[config.mk]
export PLATFORM = sky130hd
export DESIGN_NAME = go_back_n_arq_sender
export DESIGN_NICKNAME = d
export VERILOG_FILES = /design/src/rtl/gbn_pkg.sv /design/src/rtl/go_back_n_arq_sender.sv /design/src/rtl/gbn_frame_buf.sv
export SDC_FILE = /design/constraint.sdc
export NUM_CORES = 1
export LEC_CHECK = 0
export BUFFER_PORTS_ARGS = -buffer_cell sky130_fd_sc_hd__clkbuf_2
export CAP_MARGIN = 15
export CORE_ASPECT_RATIO = 0.6
export CORE_MARGIN = 3
export CORE_UTILIZATION = 50
export DETAILED_ROUTE_END_ITERATION = 12
export GPL_ROUTABILITY_DRIVEN = 0
export PLACE_DENSITY = 0.68
export SYNTH_ARGS = -nofsm -noshare
export SYNTH_HDL_FRONTEND = slang
export SYNTH_SLANG_ARGS = --single-unit
[constraint.sdc]
create_clock -name clock -period 11.2 [get_ports clock]
set_clock_uncertainty 0.1 [all_clocks]
set_input_delay 1.12 -clock clock [delete_from_list [all_inputs] [get_ports clock]]
set_output_delay 1.12 -clock clock [all_outputs]
set_load 0.02 [all_outputs]
[src/rtl/gbn_pkg.sv]
// Shared types, widths, command and result codes for the Go-Back-N sender.
// Modular sequence helpers used by the sequencer. No dependencies.

package gbn_pkg;

   localparam int SEQ_SPACE_DEF = 8;
   localparam int SEQ_W         = 3;
   localparam int DATA_W        = 32;
   localparam int CMD_W         = 3;
   localparam int KIND_W        = 2;
   localparam int WIN_W         = 3;
   localparam int MOD_W         = 4;   // modulus runs up to 8

   localparam logic [WIN_W-1:0] WINDOW_RESET = 3'd7;

   typedef enum logic [CMD_W-1:0] {
      CMD_PACKET    = 3'd0,
      CMD_FRAME     = 3'd1,
      CMD_CKSUM_ERR = 3'd2,
      CMD_TIMEOUT   = 3'd3,
      CMD_OTHER     = 3'd4
   } cmd_type;

   typedef enum logic [KIND_W-1:0] {
      KIND_NONE    = 2'd0,
      KIND_SEND    = 2'd1,
      KIND_DELIVER = 2'd2
   } kind_type;

   // one result item as held in the output register
   typedef struct packed {
      logic                valid;
      logic [KIND_W-1:0]   kind;
      logic [SEQ_W-1:0]    seq;
      logic [SEQ_W-1:0]    ack;
      logic [DATA_W-1:0]   data;
      logic [SEQ_W-1:0]    freed;
      logic                net_en;
      logic                refused;
      logic                last;
      logic                from_buf;   // data comes from the frame buffer read port
   } rsp_type;

   // s + 1 modulo m, with s < m
   function automatic logic [SEQ_W-1:0] seq_inc(input logic [SEQ_W-1:0] s,
                                                input logic [MOD_W-1:0] m);
      logic [MOD_W-1:0] sum;
      sum = {1'b0, s} + 4'd1;
      return (sum >= m) ? '0 : sum[SEQ_W-1:0];
   endfunction

   // s - 1 modulo m, with s < m
   function automatic logic [SEQ_W-1:0] seq_dec(input logic [SEQ_W-1:0] s,
                                                input logic [MOD_W-1:0] m);
      logic [MOD_W-1:0] top;
      top = m - 4'd1;
      return (s == '0) ? top[SEQ_W-1:0] : s - 3'd1;
   endfunction

   // (a - b) modulo m, with a, b < m
   function automatic logic [MOD_W-1:0] seq_diff(input logic [SEQ_W-1:0] a,
                                                 input logic [SEQ_W-1:0] b,
                                                 input logic [MOD_W-1:0] m);
      return (a >= b) ? ({1'b0, a} - {1'b0, b}) : ({1'b0, a} + m - {1'b0, b});
   endfunction

endpackage

[src/rtl/go_back_n_arq_sender.sv]
// Go-Back-N ARQ sender/receiver endpoint: command sequencer and window state.
// Depends on gbn_pkg and gbn_frame_buf.
//
// Usage
//  - Input: one event item per start pulse, taken at an edge where start is
//    high and busy is low. req_command picks the event (packet ready, frame
//    arrival, checksum error, timeout, other).
//  - Results: one or more items, each on the rsp_ ports for exactly one cycle
//    with rsp_valid high; rsp_last marks the final item of an event. The
//    receiver cannot stall, so results are simply strobed out.
//  - Config: csr_wr_en writes the window limit from csr_wr_data and clears the
//    send, ack, receive and outstanding counters; the user must write it only
//    while idle, and the block itself leaves this unchecked.
//  - Timing: packet, frame arrival and no-op events pass the execute state;
//    the result is registered and shows on the ports as busy drops, so the
//    next item is taken at the edge that ends that result. A timeout with N
//    frames outstanding enters the resend state and sends the N frames back
//    to back from the single buffer read port; the first follows the execute
//    state and a buffer read, and busy stays high until the last one shows,
//    so the next accept comes at the edge that ends the last resent frame.
//  - Reset (synchronous, active high) clears the counters and restores the
//    window limit to 7. Buffer contents are not cleared; only written entries
//    are ever read back.

module go_back_n_arq_sender #(
   parameter int SEQ_SPACE = gbn_pkg::SEQ_SPACE_DEF
) (
   input  logic                        clock,
   input  logic                        reset,
   input  logic                        start,
   output logic                        busy,
   input  logic [gbn_pkg::CMD_W-1:0]   req_command,
   input  logic [gbn_pkg::DATA_W-1:0]  req_packet_word,
   input  logic [gbn_pkg::SEQ_W-1:0]   req_frame_seq,
   input  logic [gbn_pkg::SEQ_W-1:0]   req_frame_ack,
   input  logic [gbn_pkg::DATA_W-1:0]  req_frame_payload,
   input  logic                        csr_wr_en,
   input  logic [gbn_pkg::WIN_W-1:0]   csr_wr_data,
   output logic                        rsp_valid,
   output logic [gbn_pkg::KIND_W-1:0]  rsp_result_kind,
   output logic [gbn_pkg::SEQ_W-1:0]   rsp_out_seq,
   output logic [gbn_pkg::SEQ_W-1:0]   rsp_out_ack,
   output logic [gbn_pkg::DATA_W-1:0]  rsp_out_data,
   output logic [gbn_pkg::SEQ_W-1:0]   rsp_freed_count,
   output logic                        rsp_network_enable,
   output logic                        rsp_refused,
   output logic                        rsp_last
);

   localparam int IDX_W = $clog2(SEQ_SPACE);
   // window clamps to SEQ_SPACE-1, and never beyond what 3 bits hold
   localparam int WMAX  = (SEQ_SPACE - 1 > 7) ? 7 : SEQ_SPACE - 1;

   typedef enum logic [2:0] {
      ST_IDLE   = 3'b001,
      ST_EXEC   = 3'b010,
      ST_RESEND = 3'b100
   } state_type;

   state_type                     state_ff, state_in;

   logic [gbn_pkg::WIN_W-1:0]     window_ff;
   logic [gbn_pkg::SEQ_W-1:0]     next_send_ff, next_send_in;
   logic [gbn_pkg::SEQ_W-1:0]     oldest_ff, oldest_in;
   logic [gbn_pkg::SEQ_W-1:0]     expected_ff, expected_in;
   logic [gbn_pkg::SEQ_W-1:0]     outstanding_ff, outstanding_in;

   // resend scan: current sequence number and frames still to go
   logic [gbn_pkg::SEQ_W-1:0]     scan_ff, scan_in;
   logic [gbn_pkg::SEQ_W-1:0]     remain_ff, remain_in;

   // latched event item
   logic [gbn_pkg::CMD_W-1:0]     cmd_ff;
   logic [gbn_pkg::DATA_W-1:0]    pkt_ff;
   logic [gbn_pkg::SEQ_W-1:0]     fseq_ff;
   logic [gbn_pkg::SEQ_W-1:0]     fack_ff;
   logic [gbn_pkg::DATA_W-1:0]    fpay_ff;

   gbn_pkg::rsp_type              rsp_ff, rsp_in;

   logic [gbn_pkg::WIN_W-1:0]     win_eff;
   logic [gbn_pkg::MOD_W-1:0]     modulus;
   logic [gbn_pkg::SEQ_W-1:0]     pack;
   logic [gbn_pkg::MOD_W-1:0]     ack_dist;
   logic                          accept;
   logic                          buf_wr_en;
   logic                          buf_rd_en;
   logic [gbn_pkg::DATA_W-1:0]    buf_rd_data;

   assign accept = start && (state_ff == ST_IDLE);
   assign busy   = (state_ff != ST_IDLE);

   // effective window: 0 acts as 1, clamp to the sequence space
   always_comb begin
      if (window_ff == '0) begin
         win_eff = 3'd1;
      end else if (window_ff > 3'(WMAX)) begin
         win_eff = 3'(WMAX);
      end else begin
         win_eff = window_ff;
      end
   end

   assign modulus  = {1'b0, win_eff} + 4'd1;
   // piggybacked ack: last in-order frame received
   assign pack     = gbn_pkg::seq_dec(expected_ff, modulus);
   // circular distance of the incoming ack from the oldest unacked frame
   assign ack_dist = gbn_pkg::seq_diff(fack_ff, oldest_ff, modulus);

   // ---------------------------------------------------------------------
   // Sequencer
   // ---------------------------------------------------------------------
   always_comb begin
      state_in       = state_ff;
      next_send_in   = next_send_ff;
      oldest_in      = oldest_ff;
      expected_in    = expected_ff;
      outstanding_in = outstanding_ff;
      scan_in        = scan_ff;
      remain_in      = remain_ff;
      buf_wr_en      = 1'b0;
      buf_rd_en      = 1'b0;
      rsp_in         = '0;

      case (state_ff)
         ST_IDLE: begin
            if (start) begin
               state_in = ST_EXEC;
            end
         end

         ST_EXEC: begin
            state_in     = ST_IDLE;
            rsp_in.valid = 1'b1;
            rsp_in.last  = 1'b1;
            case (cmd_ff)
               gbn_pkg::CMD_PACKET: begin
                  if (outstanding_ff >= win_eff) begin
                     // window full: drop and flag
                     rsp_in.refused = 1'b1;
                  end else begin
                     buf_wr_en      = 1'b1;
                     rsp_in.kind    = gbn_pkg::KIND_SEND;
                     rsp_in.seq     = next_send_ff;
                     rsp_in.ack     = pack;
                     rsp_in.data    = pkt_ff;
                     outstanding_in = outstanding_ff + 3'd1;
                     next_send_in   = gbn_pkg::seq_inc(next_send_ff, modulus);
                  end
               end

               gbn_pkg::CMD_FRAME: begin
                  if (fseq_ff == expected_ff) begin
                     rsp_in.kind = gbn_pkg::KIND_DELIVER;
                     rsp_in.data = fpay_ff;
                     expected_in = gbn_pkg::seq_inc(expected_ff, modulus);
                  end
                  // ack must lie inside [oldest, next_send) circularly
                  if (({1'b0, fack_ff} < modulus) &&
                      (ack_dist < {1'b0, outstanding_ff})) begin
                     rsp_in.freed   = ack_dist[gbn_pkg::SEQ_W-1:0] + 3'd1;
                     outstanding_in = outstanding_ff - ack_dist[gbn_pkg::SEQ_W-1:0]
                                      - 3'd1;
                     oldest_in      = gbn_pkg::seq_inc(fack_ff, modulus);
                  end
               end

               gbn_pkg::CMD_TIMEOUT: begin
                  if (outstanding_ff != '0) begin
                     rsp_in.valid = 1'b0;
                     rsp_in.last  = 1'b0;
                     state_in     = ST_RESEND;
                     scan_in      = oldest_ff;
                     remain_in    = outstanding_ff;
                  end
               end

               default: begin
                  // checksum error, other and unknown commands: no action
               end
            endcase
            rsp_in.net_en = (outstanding_in < win_eff);
         end

         ST_RESEND: begin
            // one buffer read per cycle; data lines up with rsp_ff next cycle
            buf_rd_en       = 1'b1;
            rsp_in.valid    = 1'b1;
            rsp_in.kind     = gbn_pkg::KIND_SEND;
            rsp_in.seq      = scan_ff;
            rsp_in.ack      = pack;
            rsp_in.from_buf = 1'b1;
            rsp_in.net_en   = (outstanding_ff < win_eff);
            scan_in         = gbn_pkg::seq_inc(scan_ff, modulus);
            remain_in       = remain_ff - 3'd1;
            if (remain_ff == 3'd1) begin
               rsp_in.last  = 1'b1;
               state_in     = ST_IDLE;
               next_send_in = gbn_pkg::seq_inc(scan_ff, modulus);
            end
         end

         default: begin
            state_in = ST_IDLE;
         end
      endcase
   end

   always_ff @(posedge clock) begin
      if (reset) begin
         state_ff       <= ST_IDLE;
         window_ff      <= gbn_pkg::WINDOW_RESET;
         next_send_ff   <= '0;
         oldest_ff      <= '0;
         expected_ff    <= '0;
         outstanding_ff <= '0;
         scan_ff        <= '0;
         remain_ff      <= '0;
         rsp_ff         <= '0;
      end else begin
         state_ff  <= state_in;
         scan_ff   <= scan_in;
         remain_ff <= remain_in;
         rsp_ff    <= rsp_in;
         if (csr_wr_en) begin
            // new modulus: restart all sequence state, keep the buffer
            window_ff      <= csr_wr_data;
            next_send_ff   <= '0;
            oldest_ff      <= '0;
            expected_ff    <= '0;
            outstanding_ff <= '0;
         end else begin
            next_send_ff   <= next_send_in;
            oldest_ff      <= oldest_in;
            expected_ff    <= expected_in;
            outstanding_ff <= outstanding_in;
         end
      end
   end

   // event item capture
   always_ff @(posedge clock) begin
      if (accept) begin
         cmd_ff  <= req_command;
         pkt_ff  <= req_packet_word;
         fseq_ff <= req_frame_seq;
         fack_ff <= req_frame_ack;
         fpay_ff <= req_frame_payload;
      end
   end

   gbn_frame_buf #(
      .DEPTH (SEQ_SPACE)
   ) u_frame_buf (
      .clock   (clock),
      .wr_en   (buf_wr_en),
      .wr_addr (IDX_W'(next_send_ff)),
      .wr_data (pkt_ff),
      .rd_en   (buf_rd_en),
      .rd_addr (IDX_W'(scan_ff)),
      .rd_data (buf_rd_data)
   );

   assign rsp_valid          = rsp_ff.valid;
   assign rsp_result_kind    = rsp_ff.kind;
   assign rsp_out_seq        = rsp_ff.seq;
   assign rsp_out_ack        = rsp_ff.ack;
   assign rsp_out_data       = rsp_ff.from_buf ? buf_rd_data : rsp_ff.data;
   assign rsp_freed_count    = rsp_ff.freed;
   assign rsp_network_enable = rsp_ff.net_en;
   assign rsp_refused        = rsp_ff.refused;
   assign rsp_last           = rsp_ff.last;

`ifndef SYNTH
   // a result only follows a cycle of work
   a_rsp_after_work: assert property (@(posedge clock) disable iff (reset)
      rsp_valid |-> $past(busy))
      else $error("result strobed without preceding work");

   // the final result of an item finds the sequencer idle again
   a_last_idle: assert property (@(posedge clock) disable iff (reset)
      (rsp_valid && rsp_last) |-> !busy)
      else $error("final result while sequencer still busy");

   // never more frames outstanding than the window allows
   a_window_bound: assert property (@(posedge clock) disable iff (reset)
      outstanding_ff <= win_eff)
      else $error("outstanding count exceeds window");
`endif

endmodule

[src/rtl/gbn_frame_buf.sv]
// Retransmit buffer: one write port, one registered read port.
// Depends on gbn_pkg for the data width and the default depth.

module gbn_frame_buf #(
   parameter int DEPTH = gbn_pkg::SEQ_SPACE_DEF
) (
   input  logic                       clock,
   input  logic                       wr_en,
   input  logic [$clog2(DEPTH)-1:0]   wr_addr,
   input  logic [gbn_pkg::DATA_W-1:0] wr_data,
   input  logic                       rd_en,
   input  logic [$clog2(DEPTH)-1:0]   rd_addr,
   output logic [gbn_pkg::DATA_W-1:0] rd_data
);

   logic [gbn_pkg::DATA_W-1:0] mem_ff [DEPTH];
   logic [gbn_pkg::DATA_W-1:0] rd_data_ff;

   always_ff @(posedge clock) begin
      if (wr_en) begin
         mem_ff[wr_addr] <= wr_data;
      end
   end

   always_ff @(posedge clock) begin
      if (rd_en) begin
         rd_data_ff <= mem_ff[rd_addr];
      end
   end

   assign rd_data = rd_data_ff;

endmodule

==> qor.csv <==
metric,value,unit
status,"complete, no violations",
vias after detailed routing,9140,
Post-Synth XOR/XNOR Area,0.802,%
HPWL Detailed,21500,um
total wire length,37200,um
mux contribution to synthesized area,12.9,%
total CTS buffers,40,
prevailing post-synth register cell,edfxtp_1,
grt total ovfl,0,
n_diodes,0,
worst slew pin tran,1.14,ns
cts hold-fix bufs,0,
critical path class,register to register,
Hold WS,0.384,ns
adder-cell share of the synthesized area,3.58,%
Mapped Cells,993,
Post-synth EDFFs,361,
io pins,128,
r2r setup slk,6.18,ns
CP Launch Type,register,
"Seq/Total Area, Yosys",70.9,%
critical path endpoint category,register,
vias per inst,5.66,
Synth Cell Area,17300,um2
Critical Path Fanout Max,7,
"Slew Viols, Final",0,
setup bufs post-CTS,0,
Detail Route Antenna Nets,0,
global-route wire length before repair,57000,um
antenna violations before repair,0,
Die X,246,um
depth of the most critical reg-to-reg path,19,
CP arrival,5.39,ns
initial DRC count,792,
Starting Density,51.1,%
vias in the first global route,9227,
Synth Register Bits,433,
Max Cap Viol,0,
"CTS clk-pin slew, worst paths",0.06,ns
unique cell type count in the Yosys netlist,68,
layout cells sized above 1,31.6,%
Synth Area in Compound Gates,5.07,%
Hold Crit Class,register to register,
leading area contributor after synthesis,edfxtp_1,
Die ar.,37000,um2
die height,150,um
Worst-Skew Late Latency,0.54,ns
# rows,52,
Setup Viol. Count Final,0,
Worst slew margin,24.2,%
Layout Nets,1252,
Clock Sinks,433,
final hold violation count,0,
Yosys top cell area share,62.6,%
area grow syn2layout,13.8,%
CP startpoint,window_ff[1],
largest net degree at the start of global routing,74,
Peak supply drop,0.0921,mV
fmax,199,MHz
period utilisation layout,44.8,%
I/O Buffers,127,
Post-synth ARST share,0,%
Syn Area/Cell,17.4,um2
TNS Setup,0,ns
clock root buffer,clkbuf_16,
fin crit period,5.02,ns
CTS resizes,0,
P_leak,6.79,nW
remaining routing DRC violations,0,
Clock Tree Buf Depth,3,
"top cells by area, synth","edfxtp_1 (63%), dfxtp_1 (8.3%), mux4_2 (8.3%), mux2_2 (4.3%), ha_1 (2.9%)",
CTS tree,done,
pwr dens,163,nW/um2
RSZ-0062 raised after global routing,false,
Pre-antenna DRT Iters,5,
simple-gate share of the synthesized area,4.50,%
GRT Total Usage,20.6,%
core area,33900,um2
end point of the critical path,rsp_network_enable,
Worst Path Required,11.57,ns
htree depth,2,
WL per Instance,23.0,um
Reg2Reg Capture Point,rsp_network_enable,
largest family of logic cells by synthesized area,multiplexers,
Synth Warn #,0,
reg2reg start,window_ff[1],
Syn Nets,1118,
[worst max-delay path: stages, from the launching register on]
cell and delay, ns:
dfxtp_1 0.38, o21bai_1 0.38, ha_1 0.32, inv_1 0.06, ha_1 0.15, inv_1 0.06
fa_1 0.39, xnor2_1 0.14, nor2_1 0.05, a21oi_1 0.26, ha_1 0.32, a21o_1 0.22
nand2b_1 0.18, a311oi_4 0.45, mux2i_1 0.25, o21ai_1 0.08, ha_1 0.28, a2111oi_0 0.57
a32o_1 0.20, a31o_1 0.10
[placed cells by master (no fill, tap or decap), drive strengths merged, types with 30 or more instances in the layout]
cell	count
dfxtp	72
a22oi	35
mux2	67
edfxtp	361
inv	36
ha	40
nor2	56
nand2	30
clkbuf	184
mux4	64
[per-stage QoR]
| stage | util (%) | instance area, um2 | total power [mW] | worst slack, ns | instances |
|---|---|---|---|---|---|
| final | 58.2 | 19700 | 3.21 | 6.18 | 1614 |
| after detailed placement | 54.5 | 18500 | 1.95 | 6.30 | 1543 |
| after global placement | 54.5 | 18500 | 1.94 | 6.41 | 1543 |
| after global routing | 58.2 | 19700 | 3.33 | 5.89 | 1614 |
| after CTS | 58.1 | 19700 | 3.24 | 6.29 | 1613 |
| after floorplan | - | 17300 | 1.89 | 5.84 | 993 |
[cell type report]
class,count,area [um2]
Clock inverter,13,126
Timing Repair Buffer,144,776
Fill cell,2533,14200
Clock buffer,57,1100
Multi-Input combinational cell,473,4710
Inverter,35,131
Sequential cell,433,12300
Tap cell,459,574
[Yosys cell counts, drive strengths merged, types with 6 or more instances]
cell	instances
a21o	8
a21oi	26
a22oi	35
and2	7
and3	7
buf	27
clkbuf	25
dfxtp	72
edfxtp	361
ha	40
inv	34
mux2	67
mux4	64
nand2	30
nand2b	8
nand3	7
nor2	56
nor2b	6
nor3	9
nor3b	7
o21ai	21
xnor2	9
xor2	6
[state kept, by name (all words and copies together) (netlist names), 32 cells and up]
name,count
rsp_ff,33
u_frame_buf.mem_ff,256
fpay_ff,32
u_frame_buf.rd_data,32
pkt_ff,32
[worst min-delay path by stage]
stage	startpoint	end	cells past startpoint
2_1_floorplan	oldest_ff[1]	oldest_ff[1]	2
3_3_place_gp	oldest_ff[1]	oldest_ff[1]	2
3_5_place_dp	fpay_ff[10]	rsp_ff[17]	2
4_1_cts	oldest_ff[1]	oldest_ff[1]	2
5_1_grt	fpay_ff[22]	rsp_ff[29]	2
6_report	fpay_ff[22]	rsp_ff[29]	2
[where the power goes]
part	leakage, nW	switching [mW]	internal, mW
clock	0.605	0.564	0.734
combinational	2.32	0.0684	0.0428
sequential	3.87	0.0278	1.77
total	6.79	0.660	2.55
[cell families (layout without fill, tap and decap cells)]
group / Yosys count / count (layout)
buffers and inverters: 87 / 249
AND/OR/NAND/NOR: 153 / 153
XOR/XNOR: 15 / 15
adder cells (fa/ha/maj): 47 / 47
multiplexers: 135 / 135
AO/OA/AOI/OAI: 123 / 123
flip-flops: 433 / 433
[layer usage]
metal / vias to the layer above / GRT usage, % / routed length, um
met3: 54 / 4.75 / 2890
met1: 4643 / 31.8 / 17600
met5: - / 0 / 0
met2: 308 / 30.0 / 16100
met4: 0 / 4.92 / 661
li1: 4135 / - / -
Note: power is estimated with default switching activity, not from simulation.
